### src/rtl/core/b32cd_pkg.sv
`timescale 1ns / 1ps
// ----------------------------------------------------------------------------
// b32cd_pkg
// Shared types and constants of the base-32 check digit code decoder.
// ----------------------------------------------------------------------------
package b32cd_pkg;

  localparam int MAX_KEPT = 31;
  localparam int KEPT_W   = $clog2(MAX_KEPT + 1);
  localparam int HIST_W   = 55;

  localparam int QDEPTH   = 4;
  localparam int QPTR_W   = $clog2(QDEPTH);
  localparam int QCNT_W   = $clog2(QDEPTH + 1);

  localparam logic [5:0] FIXED_INIT  = 6'd36;
  localparam logic [5:0] LEGACY_INIT = 6'd36;

  localparam logic [KEPT_W-1:0] LEN_OLD11 = KEPT_W'(11);
  localparam logic [KEPT_W-1:0] LEN_CUR12 = KEPT_W'(12);
  localparam logic [KEPT_W-1:0] LEN_OLD14 = KEPT_W'(14);
  localparam logic [KEPT_W-1:0] LEN_OLD18 = KEPT_W'(18);

  typedef enum logic [1:0] {
    STATUS_OK        = 2'd0,
    STATUS_MALFORMED = 2'd1,
    STATUS_OLD       = 2'd2,
    STATUS_FUTURE    = 2'd3
  } status_t;

  // classified character, front to back
  typedef struct packed {
    logic       last;
    logic       skip;
    logic       norm_bad;
    logic [5:0] norm_v;
    logic       crock_bad;
    logic [4:0] crock_g;
    logic       lit_bad;
    logic [5:0] lit_v;
  } item_t;

  typedef struct packed {
    status_t     status;
    logic [31:0] ip_address;
    logic [15:0] port;
  } result_t;

endpackage

### src/rtl/core/b32cd_front.sv
`timescale 1ns / 1ps
// ----------------------------------------------------------------------------
// b32cd_front
// Classifies one raw character: skip, base-36 and Crockford values.
// ----------------------------------------------------------------------------
module b32cd_front import b32cd_pkg::*; (
  input  logic [7:0] char_byte,
  input  logic       last_char,
  output item_t      item
);

  function automatic logic [6:0] b36_of(input logic [7:0] c);
    logic [6:0] r;
    if (c >= 8'h30 && c <= 8'h39) begin
      r = {1'b0, 6'(c - 8'h30)};
    end else if (c >= 8'h41 && c <= 8'h5A) begin
      r = {1'b0, 6'(c - 8'h41 + 8'd10)};
    end else begin
      r = {1'b1, 6'd0};
    end
    return r;
  endfunction

  function automatic logic [5:0] crock_of(input logic [7:0] c);
    logic [5:0] r;
    if (c >= 8'h30 && c <= 8'h39) begin
      r = {1'b0, 5'(c - 8'h30)};
    end else if (c >= 8'h41 && c <= 8'h48) begin
      r = {1'b0, 5'(c - 8'h41 + 8'd10)};
    end else if (c == 8'h4A) begin
      r = {1'b0, 5'd18};
    end else if (c == 8'h4B) begin
      r = {1'b0, 5'd19};
    end else if (c == 8'h4D) begin
      r = {1'b0, 5'd20};
    end else if (c == 8'h4E) begin
      r = {1'b0, 5'd21};
    end else if (c >= 8'h50 && c <= 8'h54) begin
      r = {1'b0, 5'(c - 8'h50 + 8'd22)};
    end else if (c >= 8'h56 && c <= 8'h5A) begin
      r = {1'b0, 5'(c - 8'h56 + 8'd27)};
    end else begin
      r = {1'b1, 5'd0};
    end
    return r;
  endfunction

  logic [7:0] upper;
  logic [7:0] norm;
  logic [6:0] norm_b36;
  logic [6:0] lit_b36;
  logic [5:0] crock;

  always_comb begin
    upper = char_byte;
    if (char_byte >= 8'h61 && char_byte <= 8'h7A) begin
      upper = char_byte - 8'h20;
    end
    norm = upper;
    if (upper == 8'h49 || upper == 8'h4C) begin
      norm = 8'h31;
    end else if (upper == 8'h4F) begin
      norm = 8'h30;
    end
    norm_b36 = b36_of(norm);
    lit_b36  = b36_of(upper);
    crock    = crock_of(norm);

    item.last      = last_char;
    item.skip      = (char_byte == 8'h2D) || (char_byte == 8'h20) || (char_byte == 8'h09) ||
                     (char_byte == 8'h0D) || (char_byte == 8'h0A);
    item.norm_bad  = norm_b36[6];
    item.norm_v    = norm_b36[5:0];
    item.crock_bad = crock[5];
    item.crock_g   = crock[4:0];
    item.lit_bad   = lit_b36[6];
    item.lit_v     = lit_b36[5:0];
  end

endmodule

### src/rtl/core/b32cd_queue.sv
`timescale 1ns / 1ps
// ----------------------------------------------------------------------------
// b32cd_queue
// Short queue of classified characters between front and back.
// ----------------------------------------------------------------------------
module b32cd_queue import b32cd_pkg::*; (
  input  logic  clk,
  input  logic  rst,
  input  logic  wr_en,
  input  item_t wr_item,
  output logic  full,
  input  logic  rd_en,
  output logic  rd_valid,
  output item_t rd_item
);

  item_t             entries [QDEPTH];
  logic [QPTR_W-1:0] wr_ptr;
  logic [QPTR_W-1:0] rd_ptr;
  logic [QCNT_W-1:0] count;
  logic              do_wr;
  logic              do_rd;

  assign full     = (count == QCNT_W'(QDEPTH));
  assign rd_valid = (count != '0);
  assign rd_item  = entries[rd_ptr];
  assign do_wr    = wr_en && !full;
  assign do_rd    = rd_en && rd_valid;

  always_ff @(posedge clk) begin
    if (rst) begin
      wr_ptr <= '0;
      rd_ptr <= '0;
      count  <= '0;
    end else begin
      if (do_wr) begin
        wr_ptr <= wr_ptr + 1'b1;
      end
      if (do_rd) begin
        rd_ptr <= rd_ptr + 1'b1;
      end
      if (do_wr && !do_rd) begin
        count <= count + 1'b1;
      end else if (do_rd && !do_wr) begin
        count <= count - 1'b1;
      end
    end
  end

  always_ff @(posedge clk) begin
    if (do_wr) begin
      entries[wr_ptr] <= wr_item;
    end
  end

endmodule

### src/rtl/core/b32cd_back.sv
`timescale 1ns / 1ps
// ----------------------------------------------------------------------------
// b32cd_back
// Runs the MOD 37,36 recurrence and a legacy variant that adds modulo 37, tracks the code and dispatches on length.
// ----------------------------------------------------------------------------
module b32cd_back import b32cd_pkg::*; (
  input  logic    clk,
  input  logic    rst,
  input  logic    in_valid,
  input  item_t   in_item,
  output logic    in_take,
  output logic    res_valid,
  output result_t res,
  input  logic    res_take
);

  function automatic logic [5:0] fixed_step(input logic [5:0] p, input logic [5:0] v);
    logic [6:0] sum;
    logic [6:0] dbl;
    sum = {1'b0, p} + {1'b0, v};
    if (sum >= 7'd36) begin
      sum = sum - 7'd36;
    end
    if (sum == 7'd0) begin
      sum = 7'd36;
    end
    dbl = {sum[5:0], 1'b0};
    if (dbl >= 7'd37) begin
      dbl = dbl - 7'd37;
    end
    return dbl[5:0];
  endfunction

  function automatic logic [5:0] legacy_step(input logic [5:0] p, input logic [5:0] v);
    logic [6:0] sum;
    logic [6:0] dbl;
    sum = {1'b0, p} + {1'b0, v};
    if (sum >= 7'd37) begin
      sum = sum - 7'd37;
    end
    if (sum == 7'd0) begin
      sum = 7'd37;
    end
    dbl = {sum[5:0], 1'b0};
    if (dbl >= 7'd74) begin
      dbl = dbl - 7'd74;
    end else if (dbl >= 7'd37) begin
      dbl = dbl - 7'd37;
    end
    return dbl[5:0];
  endfunction

  function automatic logic check_ok(input logic [5:0] p, input logic bad_before,
                                    input logic lit_bad, input logic [5:0] lit_v);
    logic [6:0] t;
    t = 7'd37 - {1'b0, p};
    if (t >= 7'd36) begin
      t = t - 7'd36;
    end
    return !bad_before && !lit_bad && (t[5:0] == lit_v);
  endfunction

  logic [KEPT_W-1:0] kept_count, kept_count_next;
  logic [5:0]        fixed_product, fixed_product_next;
  logic [5:0]        legacy_product, legacy_product_next;
  logic [5:0]        fixed_before, fixed_before_next;
  logic [5:0]        legacy_before, legacy_before_next;
  logic              bad_before, bad_before_next;
  logic              bad_latest, bad_latest_next;
  logic [5:0]        first_v, first_v_next;
  logic              first_ok, first_ok_next;
  logic              crock_middle, crock_middle_next;
  logic              crock_latest, crock_latest_next;
  logic [5:0]        lit_v, lit_v_next;
  logic              lit_bad, lit_bad_next;
  logic [HIST_W-1:0] history, history_next;

  logic    kept;
  logic    fixed_ok;
  logic    legacy_ok;
  logic    finish;
  result_t res_next;

  assign in_take = in_valid && (!in_item.last || !res_valid || res_take);
  assign finish  = in_take && in_item.last;
  assign kept    = !in_item.skip && (kept_count < KEPT_W'(MAX_KEPT));

  always_comb begin
    kept_count_next     = kept_count;
    fixed_product_next  = fixed_product;
    legacy_product_next = legacy_product;
    fixed_before_next   = fixed_before;
    legacy_before_next  = legacy_before;
    bad_before_next     = bad_before;
    bad_latest_next     = bad_latest;
    first_v_next        = first_v;
    first_ok_next       = first_ok;
    crock_middle_next   = crock_middle;
    crock_latest_next   = crock_latest;
    lit_v_next          = lit_v;
    lit_bad_next        = lit_bad;
    history_next        = history;
    if (kept) begin
      fixed_before_next  = fixed_product;
      legacy_before_next = legacy_product;
      bad_before_next    = bad_latest;
      if (in_item.norm_bad) begin
        bad_latest_next = 1'b1;
      end else begin
        fixed_product_next  = fixed_step(fixed_product, in_item.norm_v);
        legacy_product_next = legacy_step(legacy_product, in_item.norm_v);
      end
      if (kept_count >= KEPT_W'(2)) begin
        crock_middle_next = crock_middle || crock_latest;
      end
      crock_latest_next = in_item.crock_bad;
      history_next      = {history[HIST_W-6:0], in_item.crock_g};
      if (kept_count == '0) begin
        first_v_next  = in_item.norm_v;
        first_ok_next = !in_item.norm_bad;
      end
      lit_v_next      = in_item.lit_v;
      lit_bad_next    = in_item.lit_bad;
      kept_count_next = kept_count + 1'b1;
    end
  end

  // length dispatch on the state after this character
  always_comb begin
    fixed_ok  = check_ok(fixed_before_next, bad_before_next, lit_bad_next, lit_v_next);
    legacy_ok = check_ok(legacy_before_next, bad_before_next, lit_bad_next, lit_v_next);
    res_next.status     = STATUS_MALFORMED;
    res_next.ip_address = '0;
    res_next.port       = '0;
    if (kept_count_next == LEN_OLD11) begin
      if (legacy_ok && first_ok_next && first_v_next < 6'd8 && !crock_middle_next) begin
        res_next.status = STATUS_OLD;
      end
    end else if (kept_count_next == LEN_OLD14) begin
      if (first_ok_next && first_v_next == 6'd2 && legacy_ok && !crock_middle_next) begin
        res_next.status = STATUS_OLD;
      end
    end else if (kept_count_next == LEN_OLD18) begin
      if (first_ok_next && first_v_next == 6'd3 && fixed_ok && !crock_middle_next) begin
        res_next.status = STATUS_OLD;
      end
    end else if (kept_count_next == LEN_CUR12) begin
      if (!(first_ok_next && first_v_next == 6'd4)) begin
        res_next.status = STATUS_FUTURE;
      end else if (fixed_ok && !crock_middle_next) begin
        res_next.status     = STATUS_OK;
        res_next.ip_address = history_next[54:23];
        res_next.port       = history_next[22:7];
      end
    end
  end

  always_ff @(posedge clk) begin
    if (rst || finish) begin
      kept_count     <= '0;
      fixed_product  <= FIXED_INIT;
      legacy_product <= LEGACY_INIT;
      fixed_before   <= FIXED_INIT;
      legacy_before  <= LEGACY_INIT;
      bad_before     <= 1'b0;
      bad_latest     <= 1'b0;
      first_v        <= '0;
      first_ok       <= 1'b0;
      crock_middle   <= 1'b0;
      crock_latest   <= 1'b0;
      lit_v          <= '0;
      lit_bad        <= 1'b1;
      history        <= '0;
    end else if (in_take) begin
      kept_count     <= kept_count_next;
      fixed_product  <= fixed_product_next;
      legacy_product <= legacy_product_next;
      fixed_before   <= fixed_before_next;
      legacy_before  <= legacy_before_next;
      bad_before     <= bad_before_next;
      bad_latest     <= bad_latest_next;
      first_v        <= first_v_next;
      first_ok       <= first_ok_next;
      crock_middle   <= crock_middle_next;
      crock_latest   <= crock_latest_next;
      lit_v          <= lit_v_next;
      lit_bad        <= lit_bad_next;
      history        <= history_next;
    end
  end

  always_ff @(posedge clk) begin
    if (rst) begin
      res_valid <= 1'b0;
    end else if (finish) begin
      res_valid <= 1'b1;
    end else if (res_take) begin
      res_valid <= 1'b0;
    end
  end

  always_ff @(posedge clk) begin
    if (finish) begin
      res <= res_next;
    end
  end

endmodule

### src/rtl/core/base32_check_digit_code_decoder.sv
`timescale 1ns / 1ps
// ----------------------------------------------------------------------------
// base32_check_digit_code_decoder
// Crockford base-32 code decoder with ISO 7064 MOD 37,36 check character.
// ----------------------------------------------------------------------------
// Takes one text byte per cycle while the queue is not full and returns one
// result per code. A code's last byte passes through the queue and then the
// back end's output register before its result is ready to pop. The front
// classifies each byte combinationally into a four-entry queue; the back end
// updates both check recurrences for one queued byte per cycle and holds the
// result in a single output register, so it only stalls on a code's last
// byte while the previous result has not been popped. Status: 0 ok (IPv4
// address and port valid), 1 malformed, 2 old format, 3 future version.
module base32_check_digit_code_decoder import b32cd_pkg::*; (
  input  logic        clk,
  input  logic        rst,
  input  logic        push,
  output logic        full,
  input  logic [7:0]  char_byte,
  input  logic        last_char,
  output logic        empty,
  input  logic        pop,
  output logic [1:0]  status,
  output logic [31:0] ip_address,
  output logic [15:0] port
);

  item_t   front_item;
  item_t   q_item;
  logic    q_valid;
  logic    q_take;
  logic    res_valid;
  result_t res;

  b32cd_front u_front (
    .char_byte (char_byte),
    .last_char (last_char),
    .item      (front_item)
  );

  b32cd_queue u_queue (
    .clk      (clk),
    .rst      (rst),
    .wr_en    (push),
    .wr_item  (front_item),
    .full     (full),
    .rd_en    (q_take),
    .rd_valid (q_valid),
    .rd_item  (q_item)
  );

  b32cd_back u_back (
    .clk       (clk),
    .rst       (rst),
    .in_valid  (q_valid),
    .in_item   (q_item),
    .in_take   (q_take),
    .res_valid (res_valid),
    .res       (res),
    .res_take  (pop)
  );

  assign empty      = !res_valid;
  assign status     = res.status;
  assign ip_address = res.ip_address;
  assign port       = res.port;

endmodule

### config.mk
export PLATFORM = sky130hd
export DESIGN_NAME = base32_check_digit_code_decoder
export DESIGN_NICKNAME = d
export VERILOG_FILES = /design/src/rtl/core/b32cd_pkg.sv /design/src/rtl/core/b32cd_front.sv /design/src/rtl/core/b32cd_queue.sv /design/src/rtl/core/b32cd_back.sv /design/src/rtl/core/base32_check_digit_code_decoder.sv
export SDC_FILE = /design/constraint.sdc
export NUM_CORES = 1
export LEC_CHECK = 0
export ABC_AREA = 1
export CAP_MARGIN = 25
export CORE_ASPECT_RATIO = 1.25
export CORE_UTILIZATION = 58
export DETAILED_ROUTE_END_ITERATION = 10
export DONT_BUFFER_PORTS = 1
export HOLD_SLACK_MARGIN = 0.02
export PLACE_DENSITY_LB_ADDON = 0.15
export SLEW_MARGIN = 20
export SYNTH_ARGS = -nofsm -noshare
export SYNTH_HDL_FRONTEND = slang
export SYNTH_SLANG_ARGS = --single-unit
### constraint.sdc
create_clock -name clk -period 4 [get_ports clk]
set_input_delay 0 -clock clk [delete_from_list [all_inputs] [get_ports clk]]
set_output_delay 0 -clock clk [all_outputs]
set_load 0.02 [all_outputs]
==> impl_metrics.py, run 1 <==
metrics = {
    "grt": {
        "grt-ovfl-total": 0,
        "grt_pass1_vias": 10500,
        "track_usage_pct": 25.2,
        "grt_start_max_net_pins": 107,
        "grt_pass1_wl_microns": 50000,
        "grt_antenna_before_repair": 0,
    },
    "synth": {
        "syn_avg_cell_area_sq_um": 8.12,
        "yosysSeqAreaShare_pct": 46.8,
        "netlist_area_sq_um": 13600,
        "async_flop_share_pct": 0,
        "ys_types": 54,
        "yosysTopAreaCellShare_pct": 30.4,
        "netlist_instances": 1679,
        "syn-num-nets": 1752,
        "yosysTopAreaCell": "edfxtp_1",
        "synth_flop_cell": "edfxtp_1",
        "synth-edff-count": 138,
        "synth.area.top_cells": "edfxtp_1 (30%), dfxtp_1 (16%), nand2_1 (9.9%), o21ai_0 (6.2%), ha_1 (5.2%)",
        "yosysWarnings": 0,
        "ys_seq_elements": 250,
    },
    "setup_path": {
        "critPathMaxStageDelay_ns": 0.61,
        "critPathKind": "flip-flop to flip-flop",
        "setup.worst_path.end_class": "flip-flop",
        "worstPathRequired_ns": 4.38,
        "start_kind": "flip-flop",
        "worst_ep_arrival_time_ns": 4.20,
        "rr_worst_depth": 27,
        "cpMostUsedCell": "nor2_2",
        "crit_fanout": 10,
        "cp_slowest_cell": "fa_2",
    },
    "die": {
        "die_w_microns": 139,
        "initial_core_util_pct": 59.2,
        "dieHeight_microns": 173,
        "io_pins": 65,
        "fp-row-count": 62,
        "core_area_sq_um": 23000,
        "fp.dieArea_sq_um": 24100,
    },
    "place": {
        "dp_hpwl_microns": 21800,
        "port_buffers": 0,
        "dp.cells": 1939,
        "placed_area_sq_um": 14000,
        "routabilityCongestion": 0.906,
    },
    "cells_and_area": {
        "fin_cells": 2005,
        "design_area_sq_um": 15200,
        "fin_util_pct": 66.0,
        "drive_above_1_share_pct": 12.0,
        "syn_to_final_growth_pct": 11.5,
        "nets": 1771,
        "num_antenna_cells": 0,
    },
    "drt": {
        "ant_nets": 0,
        "route.met3.wl_microns": 990,
        "met2_length_microns": 16200,
        "wl_microns": 30600,
        "first_pass_iters": 8,
        "drt-initial-drc-count": 557,
        "wl_per_cell_microns": 15.3,
        "vias_per_cell": 5.55,
        "vias": 11100,
        "top_layer": "met4",
        "met1Wirelength_microns": 12400,
        "drc": 10,
    },
    "job": {
        "maxCapViolCount": 0,
    },
    "clock_network": {
        "clk_pin_slew_ns": 0.06,
        "root_buffer": "clkbuf_16",
        "htreeDepth": 1,
        "cts.sinks": 250,
        "cts_tree": "built",
        "cts_made_buffers": 25,
        "clk_latency_ns": 0.53,
        "clockBufferDepth": 3,
    },
    "sta": {
        "fmax_mhz": 262,
        "finalClockSkew_ns": 0.0104,
        "whs_ns": 0.0553,
        "worstMarginPinSlew_ns": 0.963,
        "setup_viol": 0,
        "maxSlewHeadroom_pct": 35.8,
        "min_period_ns": 3.82,
        "hold_violations": 0,
        "drv_slew": 0,
        "period_share_pct": 95.5,
    },
    "outcome": {
        "run_status": "finished with violations",
        "violations": "design-rule violations",
    },
    "hold_path": {
        "whs_path_depth": 3,
        "hold_class": "input port to flip-flop",
    },
}
through the flow:
step	TNS (ns)	worst slack [ns]
final	0	0.180
after detailed placement	0	0.00529
after global placement	0	0.108
after floorplan	0	0.0125
after CTS	0	0.0185
after global routing	-0.234	-0.0657
worst max-delay path, delay by kind of cell, from the launching register on:
kind,cells,cell delay [ns]
AOI/OAI and AO/OA,2,0.13
adders and majority gates,4,1.19
buffers and inverters,4,0.37
DFF,1,0.38
and+or+nand+nor,17,1.61
state kept, by name, summed over array words and instances (netlist names), 2 cells and up, named ones only:
| register | flops |
|---|---|
| u_queue.entries | 88 |
| u_back.lit_v | 6 |
| u_back.kept_count | 5 |
| u_queue.count | 3 |
| u_back.legacy_product | 6 |
| u_back.legacy_before | 6 |
| u_queue.rd_ptr | 2 |
| u_queue.wr_ptr | 2 |
| u_back.history | 55 |
| u_back.fixed_before | 6 |
| u_back.fixed_product | 6 |
| u_back.first_v | 6 |
| u_back.res | 50 |
Yosys cell counts (13+ instances only):
master / count
xor2_1: 28
a21oi_1: 96
nor2_1: 180
edfxtp_1: 138
ha_1: 57
nand2_1: 360
buf_2: 18
clkbuf_1: 36
o21ai_0: 170
nand3_1: 89
nor3_1: 13
nand4_1: 19
inv_1: 187
a211oi_1: 25
dfxtp_1: 112
o22ai_1: 13
repair_timing:
action	in CTS	in global routing
hold endpoints to repair	42	0
setup endpoints to repair	2	44
pin swaps	0	28
gates resized for setup	1	62
hold buffers	11	0
setup buffers	0	9
worst paths after layout:
path              slack (ns)                                  from                                     to
setup / recovery        0.18                             flip-flop  u_back.legacy_product[3]$_SDFFE_PP0P_
hold / removal          0.06                          char_byte[4]        u_queue.entries[1][6]$_DFFE_PP_
setup reg to reg        0.18                             flip-flop  u_back.legacy_product[3]$_SDFFE_PP0P_
hold reg to reg         0.45  u_back.legacy_before[1]$_SDFFE_PP0P_   u_back.legacy_before[1]$_SDFFE_PP0P_
area by class of cell:
type	count	area (sq um)
multi-input combinational	1162	6400
inverter	201	767
fill	1927	7840
clock inverter	16	125
timing repair buffer	58	492
sequential	250	6390
tap	288	360
clock buffer	30	664
layout by cell type, fill, tap and decap left out, types with 9 or more instances in the layout:
cell type,n
a21oi_1,95
o22ai_1,9
inv_1,182
buf_4,44
nor2_4,14
nand4_1,19
ha_1,52
edfxtp_1,138
nor2_1,168
o21ai_1,10
inv_2,15
dlygate4sd3_1,11
o21ai_0,168
nor3_1,13
nand3_1,85
nand2_1,347
xor2_1,26
dfxtp_1,110
nor2_2,16
clkbuf_16,25
o21ai_2,10
o211ai_1,11
a211oi_1,25
nand2_2,17
per-layer routing:
metal  up-vias  GRT usage (%)
met1      5189           28.8
li1       5625              -
met2       228           48.2
met5         -              0
met3        78           2.51
met4         0           9.40
kinds of logic after synthesis:
family	count (synthesis)	synth area share (%)
simple gates	713	22.7
mux	1	0.0734
buf+inv	267	7.94
fa+ha+maj	60	5.67
flops	250	46.8
compound gates	355	14.6
xor+xnor	33	2.23
Power of run 1 is not shown: default switching activity piles up to over one toggle a cycle in this logic, so the estimate is an artifact.
==> inputs of run 2 (changes only) <==
--- a/config.mk
+++ b/config.mk
@@ -13,6 +13,7 @@
 export DONT_BUFFER_PORTS = 1
 export HOLD_SLACK_MARGIN = 0.02
 export PLACE_DENSITY_LB_ADDON = 0.15
+export RECOVER_POWER = 25
 export SLEW_MARGIN = 20
 export SYNTH_ARGS = -nofsm -noshare
 export SYNTH_HDL_FRONTEND = slang
==> impl_metrics.py, run 2 (synthesis gave the netlist of run 1 again) <==
metrics = {
    "clock_network": {
        "clk_pin_slew_ns": 0.06,
        "cts_tree": "built",
        "clk_latency_ns": 0.53,
        "root_buffer": "clkbuf_16",
        "cts_made_buffers": 25,
        "htreeDepth": 1,
        "clockBufferDepth": 3,
        "cts.sinks": 250,
    },
    "setup_path": {
        "rr_worst_depth": 27,
        "regToRegEndpoint": "u_back.legacy_product[3]$_SDFFE_PP0P_",
        "start_kind": "flip-flop",
        "critPathKind": "flip-flop to flip-flop",
        "setup.worst_path.end_class": "flip-flop",
        "crit_fanout": 10,
        "worstPathRequired_ns": 4.38,
        "r2r_slack_ns": 0.18,
        "worst_ep_arrival_time_ns": 4.20,
        "crit_end": "u_back.legacy_product[3]$_SDFFE_PP0P_",
    },
    "die": {
        "dieHeight_microns": 173,
        "fp-row-count": 62,
        "fp.dieArea_sq_um": 24100,
        "initial_core_util_pct": 59.2,
        "die_w_microns": 139,
        "io_pins": 65,
        "core_area_sq_um": 23000,
    },
    "cells_and_area": {
        "largest_reg_flops": 88,
        "num_antenna_cells": 0,
        "final-seq-area_sq_um": 6390,
        "nets": 1771,
        "syn_to_final_growth_pct": 11.3,
        "drive_above_1_share_pct": 11.6,
        "layout_commonest_cell": "nand2_1",
        "reg_top3": "u_queue.entries (88), u_back.history (55), u_back.res (50)",
        "largest-register": "u_queue.entries",
        "final_cell_mix": "nand2_1 (347), inv_1 (182), nor2_1 (169)",
        "multiInputGateArea_sq_um": 6400,
        "fin_cells": 2005,
        "fillCellCount": 1930,
        "fin_util_pct": 65.9,
    },
    "place": {
        "routabilityCongestion": 0.906,
        "dp_hpwl_microns": 21800,
        "dp.cells": 1939,
        "port_buffers": 0,
        "dp_slack_ns": 0.00529,
    },
    "outcome": {
        "violations": "design-rule violations",
        "run_status": "finished with violations",
    },
    "drt": {
        "first_pass_iters": 9,
        "ant_nets": 0,
        "wl_microns": 30600,
        "drc": 10,
        "vias": 11200,
        "drt-initial-drc-count": 538,
        "vias_per_cell": 5.56,
        "wl_per_cell_microns": 15.3,
    },
    "grt": {
        "use_met2_pct": 48.2,
        "track_usage_pct": 25.2,
        "grt_use_met3_pct": 2.51,
        "grt_pass1_wl_microns": 50000,
        "grt_start_max_net_pins": 107,
        "grt_use_met1_pct": 28.8,
        "grt_antenna_before_repair": 0,
        "grt_pass1_vias": 10500,
        "grt-ovfl-total": 0,
        "top_usage_layer": "met2",
    },
    "sta": {
        "worstMarginPinSlew_ns": 1.45,
        "drv_slew": 0,
        "hold_violations": 0,
        "finalClockSkew_ns": 0.0107,
        "fmax_mhz": 262,
        "period_share_pct": 95.5,
        "setup_viol": 0,
        "maxSlewHeadroom_pct": 3.42,
        "min_period_ns": 3.82,
        "post-route-worst-setup-slack_ns": 0.180,
        "final.setup.tns_ns": 0,
    },
    "job": {
        "maxCapViolCount": 0,
    },
    "hold_path": {
        "hold_class": "input port to flip-flop",
    },
}
[run 2: cell count changes in the layout (fill, tap and decap cells not counted), sizes merged]
| cell | delta |
|---|---|
| clkbuf | +5 |
| buf | -5 |
[run 2: critical path, stage by stage (launching register included)]
cell,delay [ns]
dfxtp_4,0.38
buf_6,0.14
nor2_4,0.10
o22ai_2,0.08
ha_2,0.22
fa_2,0.61
inv_2,0.06
ha_4,0.15
nand2_2,0.05
nand4_1,0.16
nand2_4,0.19
buf_4,0.13
nand3_1,0.08
nand2_2,0.09
nor2_1,0.05
nand2_1,0.07
nor2_2,0.05
nor2_2,0.15
ha_2,0.21
inv_2,0.04
nor2_2,0.10
nor2_2,0.04
nand2_1,0.08
nor2_2,0.05
nor2_4,0.19
nand3_2,0.09
nand2_1,0.07
a21oi_1,0.05
[run 2: routing by layer]
layer / up-vias / part of all wire [%]
met5: - / 0
met4: 0 / 3.2
met3: 83 / 3.4
met2: 254 / 53
met1: 5193 / 41
li1: 5622 / -
[run 2: layout make-up]
type / count / area share, %
clock inverters: 16 / 0.824
flip-flops and latches: 250 / 42.1
multi-input cells: 1162 / 42.2
inverters: 201 / 5.05
clock buffers: 30 / 4.38
repair buffers: 58 / 3.12
well taps: 288 / 2.37
[run 2: worst min path at each step]
stage	slack [ns]	endpoint	start	depth (start not counted)
detailed placement	0.08	u_back.res_valid$_SDFFE_PP0P_	rst	1
finish	0.06	u_queue.entries[0][3]$_DFFE_PP_	char_byte[1]	3
global route	0.08	u_queue.entries[1][6]$_DFFE_PP_	char_byte[4]	3
global placement	0.07	u_back.res_valid$_SDFFE_PP0P_	rst	1
floorplan	0.07	u_back.res_valid$_SDFFE_PP0P_	rst	1
CTS	0.03	u_queue.entries[1][6]$_DFFE_PP_	char_byte[4]	3
[run 2: timing repair]
item / in CTS / in global routing
pin swaps: 0 / 28
hold endpoints to repair: 42 / 0
endpoints found under the setup margin: 2 / 44
hold buffers: 11 / 0
gates resized for setup: 1 / 62
setup buffers: 0 / 9
[run 2: stage by stage]
step                      hold WS, ns  cell area [sq um]
after floorplan                0.0691              13600
after global placement         0.0722              14000
after detailed placement       0.0753              14000
after CTS                      0.0295              14900
final                          0.0554              15200
after global routing           0.0837              15200
Power of run 2 is left out for the same reason.
==> inputs of run 3 (changes only) <==
--- a/config.mk
+++ b/config.mk
@@ -14,6 +14,7 @@
 export HOLD_SLACK_MARGIN = 0.02
 export PLACE_DENSITY_LB_ADDON = 0.15
 export RECOVER_POWER = 25
+export REMOVE_ABC_BUFFERS = 1
 export SLEW_MARGIN = 20
 export SYNTH_ARGS = -nofsm -noshare
 export SYNTH_HDL_FRONTEND = slang
==> impl_metrics.py, run 3 (synthesis gave the netlist of run 1 again) <==
metrics = {
    "outcome": {
        "run_status": "finished with violations",
        "violations": "design-rule violations",
    },
    "die": {
        "initial_core_util_pct": 59.2,
        "core_area_sq_um": 23000,
        "fp.dieArea_sq_um": 24100,
        "die_w_microns": 139,
        "dieHeight_microns": 173,
        "io_pins": 65,
        "fp-row-count": 62,
    },
    "drt": {
        "drt-initial-drc-count": 733,
        "ant_nets": 0,
        "first_pass_iters": 9,
        "wl_microns": 30500,
        "drc": 9,
        "vias": 11200,
        "vias_per_cell": 5.52,
        "wl_per_cell_microns": 15.1,
    },
    "grt": {
        "grt_pass1_wl_microns": 50300,
        "grt_antenna_before_repair": 0,
        "grt_pass1_vias": 10600,
        "track_usage_pct": 25.4,
        "grt-ovfl-total": 0,
        "grt_start_max_net_pins": 107,
    },
    "cells_and_area": {
        "final_cell_mix": "nand2_1 (347), inv_1 (183), nor2_1 (169)",
        "nets": 1787,
        "fillCellCount": 1940,
        "multiInputGateArea_sq_um": 6370,
        "syn_to_final_growth_pct": 12.4,
        "final-seq-area_sq_um": 6390,
        "drive_above_1_share_pct": 12.4,
        "largest-register": "u_queue.entries",
        "design_area_sq_um": 15300,
        "layout_commonest_cell": "nand2_1",
        "largest_reg_flops": 88,
        "num_antenna_cells": 0,
        "reg_top3": "u_queue.entries (88), u_back.history (55), u_back.res (50)",
    },
    "clock_network": {
        "clk_pin_slew_ns": 0.06,
        "cts_made_buffers": 26,
        "clockBufferDepth": 3,
        "cts.sinks": 250,
        "root_buffer": "clkbuf_16",
        "cts_tree": "built",
        "clk_latency_ns": 0.54,
        "htreeDepth": 1,
    },
    "setup_path": {
        "cpMostUsedCell": "nand2_1",
        "regToRegEndpoint": "u_back.legacy_product[2]$_SDFFE_PP1P_",
        "cp_slowest_cell": "dfxtp_4",
        "setup.worst_path.end_class": "flip-flop",
        "crit_fanout": 7,
        "start_kind": "flip-flop",
        "rr_worst_depth": 28,
        "worstPathRequired_ns": 4.41,
        "crit_end": "u_back.legacy_product[2]$_SDFFE_PP1P_",
        "critPathKind": "flip-flop to flip-flop",
        "critPathMaxStageDelay_ns": 0.37,
        "worst_ep_arrival_time_ns": 4.25,
        "r2r_slack_ns": 0.16,
    },
    "sta": {
        "setup_viol": 0,
        "maxSlewHeadroom_pct": 3.46,
        "drv_slew": 0,
        "min_period_ns": 3.84,
        "fmax_mhz": 260,
        "rsz0062_at_grt": "true",
        "worstMarginPinSlew_ns": 1.45,
        "hold_violations": 0,
        "period_share_pct": 96.1,
        "finalClockSkew_ns": 0.0209,
    },
    "job": {
        "maxCapViolCount": 0,
    },
    "place": {
        "placed_area_sq_um": 14100,
        "routabilityCongestion": 0.926,
        "port_buffers": 0,
        "dp_hpwl_microns": 20900,
    },
    "hold_path": {
        "hold_class": "input port to flip-flop",
    },
}
[run 3: cell count changes in the layout (fill, tap and decap cells not counted), moves of 3 or more]
cell / before / now
clkinvlp_4: 0 / 4
nand2_2: 17 / 21
inv_6: 4 / 1
buf_4: 39 / 53
[run 3: repair_timing]
action | 4_1_cts | 5_1_grt
hold buffers | 12 | 0
setup buffers | 0 | 15
hold endpoints to repair | 42 | 0
gates resized for setup | 0 | 57
endpoints found under the setup margin | 0 | 12
[run 3: per-layer routing]
metal | global-route usage, % | vias to the layer above | part of all wire, %
met1 | 30.6 | 5186 | 42
met5 | 0 | - | 0
li1 | - | 5645 | -
met2 | 46.7 | 264 | 51
met3 | 2.51 | 60 | 3.7
met4 | 9.44 | 0 | 2.8
[run 3: how the worst min path moves through the flow]
stage                      start                               to  cells past startpoint
finish              char_byte[2]  u_queue.entries[0][2]$_DFFE_PP_                      4
global route        char_byte[2]  u_queue.entries[2][2]$_DFFE_PP_                      4
CTS                 char_byte[2]  u_queue.entries[2][2]$_DFFE_PP_                      4
detailed placement           rst    u_back.res_valid$_SDFFE_PP0P_                      1
global placement             rst    u_back.res_valid$_SDFFE_PP0P_                      1
floorplan                    rst    u_back.res_valid$_SDFFE_PP0P_                      1
[run 3: cell type report]
cell class                 count  area share (%)
clock inverter                17            1.27
inverter                     201            5.00
tap                          288            2.35
clock buffer                  31            4.37
timing repair buffer          73            3.80
multi-input combinational   1162            41.5
sequential                   250            41.7
[run 3: stage by stage]
step / setup TNS [ns] / utilization (%) / instances / worst slack, ns / hold slack, ns
3_5_place_dp: 0 / 61.0 / 1947 / 0.0473 / 0.0750
4_1_cts: 0 / 65.3 / 2007 / 0.0116 / 0.0292
6_report: 0 / 66.5 / 2022 / 0.155 / 0.0552
2_1_floorplan: -103.44 / - / 1613 / -1.86 / 0.0691
5_1_grt: -0.478 / 66.5 / 2022 / -0.128 / 0.103
3_3_place_gp: 0 / 61.0 / 1947 / 0.155 / 0.0699
[run 3: worst max-delay path: cells and delay by family (launching register included)]
family	cells	cell delay (ns)
AOI/OAI and AO/OA	2	0.37
buffers and inverters	4	0.43
adders and majority gates	2	0.54
and+or+nand+nor	20	2.03
DFF	1	0.37
Power of run 3 is left out for the same reason.
